### src/rtl/bernstein_tensor_deform_defines.svh
// assertion macros for the bernstein deformation block
// used by the top level only
`ifndef BERNSTEIN_TENSOR_DEFORM_DEFINES_SVH
`define BERNSTEIN_TENSOR_DEFORM_DEFINES_SVH
`ifndef NO_ASSERTIONS
`define BTD_ASSERT(lbl, clk, rst, prop, msg) \
  lbl: assert property (@(posedge clk) disable iff (rst) prop) else $error(msg);
`define BTD_ASSERT_RST(lbl, clk, prop, msg) \
  lbl: assert property (@(posedge clk) prop) else $error(msg);
`else
`define BTD_ASSERT(lbl, clk, rst, prop, msg)
`define BTD_ASSERT_RST(lbl, clk, prop, msg)
`endif
`endif

### src/rtl/btd_pkg.sv
// shared types, constants and helpers for the bernstein deformation block
// no dependencies
package btd_pkg;
  localparam int M = 8;
  localparam int IW = $clog2(M);
  localparam int AW = 3 * IW;
  localparam int FRAC_BITS = 16;
  localparam int CW = 4;
  localparam logic [1:0] REG_U = 2'd0;
  localparam logic [1:0] REG_V = 2'd1;
  localparam logic [1:0] REG_W = 2'd2;

  typedef enum logic [2:0] {
    ST_IDLE, ST_BASIS, ST_WEIGHT, ST_MAC, ST_DONE
  } state_t;

  typedef struct packed {
    logic start_basis;
    logic basis_step;
    logic clear_acc;
    logic wij_load;
    logic mac_step;
    logic out_load;
  } cmd_t;

  typedef struct packed {
    logic basis_done;
    logic mac_last;
    logic wk_last;
    logic acc_busy;
  } status_t;

  function automatic logic signed [31:0] sat32(input logic signed [63:0] v);
    if (v > 64'sd2147483647) return 32'sh7fffffff;
    if (v < -64'sd2147483648) return 32'sh80000000;
    return v[31:0];
  endfunction

  // rounded product, ties toward +inf, arithmetic shift is floor
  function automatic logic signed [63:0] mulw(input logic signed [31:0] a,
                                              input logic signed [31:0] b);
    logic signed [63:0] p;
    p = 64'(a) * 64'(b) + (64'sd1 <<< (FRAC_BITS - 1));
    return p >>> FRAC_BITS;
  endfunction

  function automatic logic [CW-1:0] eff(input logic [CW-1:0] c);
    if (c == '0) return CW'(1);
    if (c > CW'(M)) return CW'(M);
    return c;
  endfunction

  // binomial C(n,k) for n < M, constant table
  function automatic logic [7:0] binom(input logic [IW-1:0] n, input logic [IW-1:0] k);
    logic [7:0] row [M];
    for (int i = 0; i < M; i++) row[i] = 8'd0;
    row[0] = 8'd1;
    for (int r = 1; r < M; r++)
      if (r <= int'(n))
        for (int i = M - 1; i >= 1; i--) row[i] = row[i] + row[i-1];
    if (k > n) return 8'd0;
    return row[k];
  endfunction
endpackage

### src/rtl/btd_ctrl.sv
// controller fsm for the bernstein deformation block
// depends on btd_pkg
module btd_ctrl import btd_pkg::*; (
  input  logic    clk,
  input  logic    rst,
  input  logic    start,
  input  logic    out_free,
  input  status_t st,
  output cmd_t    cmd,
  output logic    busy
);
  state_t state, state_next;

  always_ff @(posedge clk) begin
    if (rst) state <= ST_IDLE;
    else state <= state_next;
  end

  always_comb begin
    state_next = state;
    unique case (state)
      ST_IDLE:   if (start) state_next = ST_BASIS;
      ST_BASIS:  if (st.basis_done) state_next = ST_WEIGHT;
      ST_WEIGHT: state_next = ST_MAC;
      ST_MAC: begin
        if (st.mac_last) state_next = ST_DONE;
        else if (st.wk_last) state_next = ST_WEIGHT;
      end
      // wait for the last product to land in the accumulators
      ST_DONE:   if (out_free && !st.acc_busy) state_next = ST_IDLE;
      default:   state_next = ST_IDLE;
    endcase
  end

  always_comb begin
    cmd = '0;
    busy = (state != ST_IDLE);
    unique case (state)
      ST_IDLE: begin
        cmd.start_basis = start;
        cmd.clear_acc = start;
      end
      ST_BASIS:  cmd.basis_step = 1'b1;
      ST_WEIGHT: cmd.wij_load = 1'b1;
      ST_MAC:    cmd.mac_step = 1'b1;
      ST_DONE:   cmd.out_load = out_free && !st.acc_busy;
      default:   cmd = '0;
    endcase
  end
endmodule

### config.mk
export PLATFORM = sky130hd
export DESIGN_NAME = btd_ctrl
export DESIGN_NICKNAME = d
export VERILOG_FILES = /design/src/rtl/bernstein_tensor_deform_defines.svh /design/src/rtl/btd_pkg.sv /design/src/rtl/btd_ctrl.sv
export SDC_FILE = /design/constraint.sdc
export NUM_CORES = 1
export LEC_CHECK = 0
export BUFFER_PORTS_ARGS = -buffer_cell sky130_fd_sc_hd__buf_2
export CORE_AREA = 3 3 40 42
export CTS_CLUSTER_DIAMETER = 50
export DETAILED_ROUTE_END_ITERATION = 6
export DIE_AREA = 0 0 43 45
export GPL_ROUTABILITY_DRIVEN = 0
export PLACE_DENSITY = 0.35
export SLEW_MARGIN = 15
export SYNTH_ARGS = -nofsm -noshare
export SYNTH_HDL_FRONTEND = slang
export SYNTH_SLANG_ARGS = --single-unit
### constraint.sdc
create_clock -name clk -period 1.5 [get_ports clk]
set_input_delay 0 -clock clk [delete_from_list [all_inputs] [get_ports clk]]
set_output_delay 0 -clock clk [all_outputs]
set_load 0.02 [all_outputs]
==> impl_metrics.csv <==
group,metric,value,unit
outcome,status,"finished, final reports clean",
synth,ys_types,17,
placed_design,io_buffers,14,
synth,yosys-top-cells-area,"dfxtp_1 (29%), nor3b_1 (14%), o32ai_2 (7.7%)",
synth,async_flop_share,0,%
sta,fmax,0.719,GHz
cells_and_area,postLayoutCoreUtil,24.7,%
synth,synth_warnings,0,
sta,finalHoldViolations,0,
drt,drt-total-wl,556,µm
sta,slew_headroom,84.2,%
synth,yosys.area.top_type,"dfxtp_1",
grt,first_global_vias,208,
clock_tree,cts_tree,"done",
synth,synth_nets,32,
clock_tree,htreeDepth,1,
critical_path,critPathArrivalTime,1390,ps
placed_design,place_inst,52,
worst_hold_path,hold_class,"in -> reg",
drt,route.detailed.wl_per_inst,9.93,µm
pwr,ir_drop,0.256,mV
synth,ys_top_cells_by_count,"nor3b_1 (4), dfxtp_1 (3), inv_1 (2), nor2_1 (2)",
critical_path,worstPathMaxFanout,9,
cells_and_area,antenna_cells,0,
job,maxCapViolCount,0,
drt,vias_per_cell,4.11,
grt,grt_overflow,0,
clock_tree,clockRootBuffer,"clkbuf_4",
sta,fin_skew,3.63,ps
sta,tightestPinTransition,237,ps
die,fp.dieArea,0.00194,mm²
die,coreArea,0.00128,mm²
drt,antenna_left,0,
synth,ys_seq_area_share,28.6,%
clock_tree,post_cts.repair.setup_buffers,0,
sta,fin_crit,1390,ps
cells_and_area,fill_cells,150,
synth,synthesis.area,210,µm²
sta,post-route-period-util,92.8,%
critical_path,cp-end-kind,"primary output",
clock_tree,numCtsBuffers,3,
synth,synth_edf_count,0,
critical_path,worstSetupStartpointType,"register",
pwr,finalPower,0.000315,W
sta,rsz0062_at_grt,"no",
clock_tree,cts_resized,0,
cells_and_area,largest-register,"state",
drt,drc,0,
sta,hold-worst-slack,4.48,ps
synth,post-synth-top-count-cell,"nor3b_1",
die,io_pins,15,
synth,netlist_instances,24,
sta,drv_slew,0,
cells_and_area,drive_gt1_share,46.3,%
grt,antenna_found_initial,0,
critical_path,required,1500,ps
sta,finalSetupTns,0,ps
clock_tree,clk_pin_slew_worst_paths,40,ps
die,die-height,45,µm
drt,initialDrtViolationCount,1,
sta,setup_viol,0,
pwr,powerDensity,992,mW/mm²
synth,synth.avg_cell_area,8.76,µm²
clock_tree,cts_hold_buf,0,
pwr,p_leak,0.164,nW
die,initial_core_util,16.4,%
grt,grt_pass1_wl,855,µm
clock_tree,cts.sinks,3,
drt,routed-via-count,230,
clock_tree,clock_latency,230,ps
cells_and_area,fin_cells,56,
cells_and_area,area_growth,51.2,%
clock_tree,clock_path_buffers,2,
grt,grt_max_degree,11,
grt,grt_usage,6.41,%
critical_path,critPathKind,"reg -> out",
die,rows,13,
placed_design,hpwlAfterDp,431,µm
drt,dr.pass1.iters,2,
cells_and_area,fin_nets,50,
synth,synth_ff_type,"dfxtp_1",
cells_and_area,top_regs,"state: 3 flops",
die,die_x,43,µm
synth,synth_top_area_share,28.6,%
cells_and_area,largest_reg_flops,3,
synth,synth-seq-cells,3,
==> final timing paths <==
check                               end             startpoint  depth (start not counted)  slack (ps)
hold reg to reg   state[1]$_SDFFE_PP0P_  state[2]$_SDFFE_PP0P_                          2         610
hold / removal    state[2]$_SDFFE_PP0P_                    rst                          2           4
setup reg to reg  state[2]$_SDFFE_PP0P_  state[0]$_SDFFE_PP0P_                          2         430
setup / recovery                 cmd[0]  state[0]$_SDFFE_PP0P_                          3         110
==> logic make-up (layout without fill, tap and decap cells) <==
family | after synthesis | in the layout | share of synthesized area, %
and+or+nand+nor | 13 | 13 | 42.3
AOI/OAI and AO/OA | 5 | 5 | 22.0
DFF | 3 | 3 | 28.6
buffers and inverters | 3 | 20 | 7.15
==> area by class of cell <==
type	count	area, µm²	area share (%)
timing repair buffer	14	70.1	22.0
multi-input combinational	18	135	42.5
sequential	3	60.1	18.9
clock buffer	4	26.3	8.27
tap	15	18.8	5.91
inverter	2	7.51	2.36
==> report_power, final <==
part | internal [W] | total (W) | switching (W) | leakage, nW
clock | 0.0000999 | 0.000145 | 0.0000450 | 0.0150
combinational | 0.0000340 | 0.0000753 | 0.0000412 | 0.124
sequential | 0.0000856 | 0.0000950 | 0.00000940 | 0.0246
total | 0.000220 | 0.000315 | 0.0000957 | 0.164
==> placed cells by master (no fill, tap or decap), types with 2 or more instances in the layout <==
master and n:
nor3b_1 4, inv_1 2, buf_2 14, clkbuf_4 3
nor2_1 2, dfxtp_1 3
==> per-layer routing <==
layer	global-route usage, %	share of wire [%]	up-vias
met1	6.99	44	98
met3	3.19	12	2
li1	-	-	121
met2	8.38	44	9
met5	0	0	-
met4	7.23	0.72	0
==> metrics by stage <==
stage	area, µm²	setup WS (ps)
2_1_floorplan	210	32.4
3_3_place_gp	292	359
3_5_place_dp	292	344
4_1_cts	318	89.2
5_1_grt	318	6.93
6_report	318	108
==> critical path, stage by stage (launching register included) <==
cell and delay (ps):
dfxtp_1 360, or3b_1 430, nor3b_1 180, buf_2 190
No activity file was read; power rests on OpenSTA's default activity.
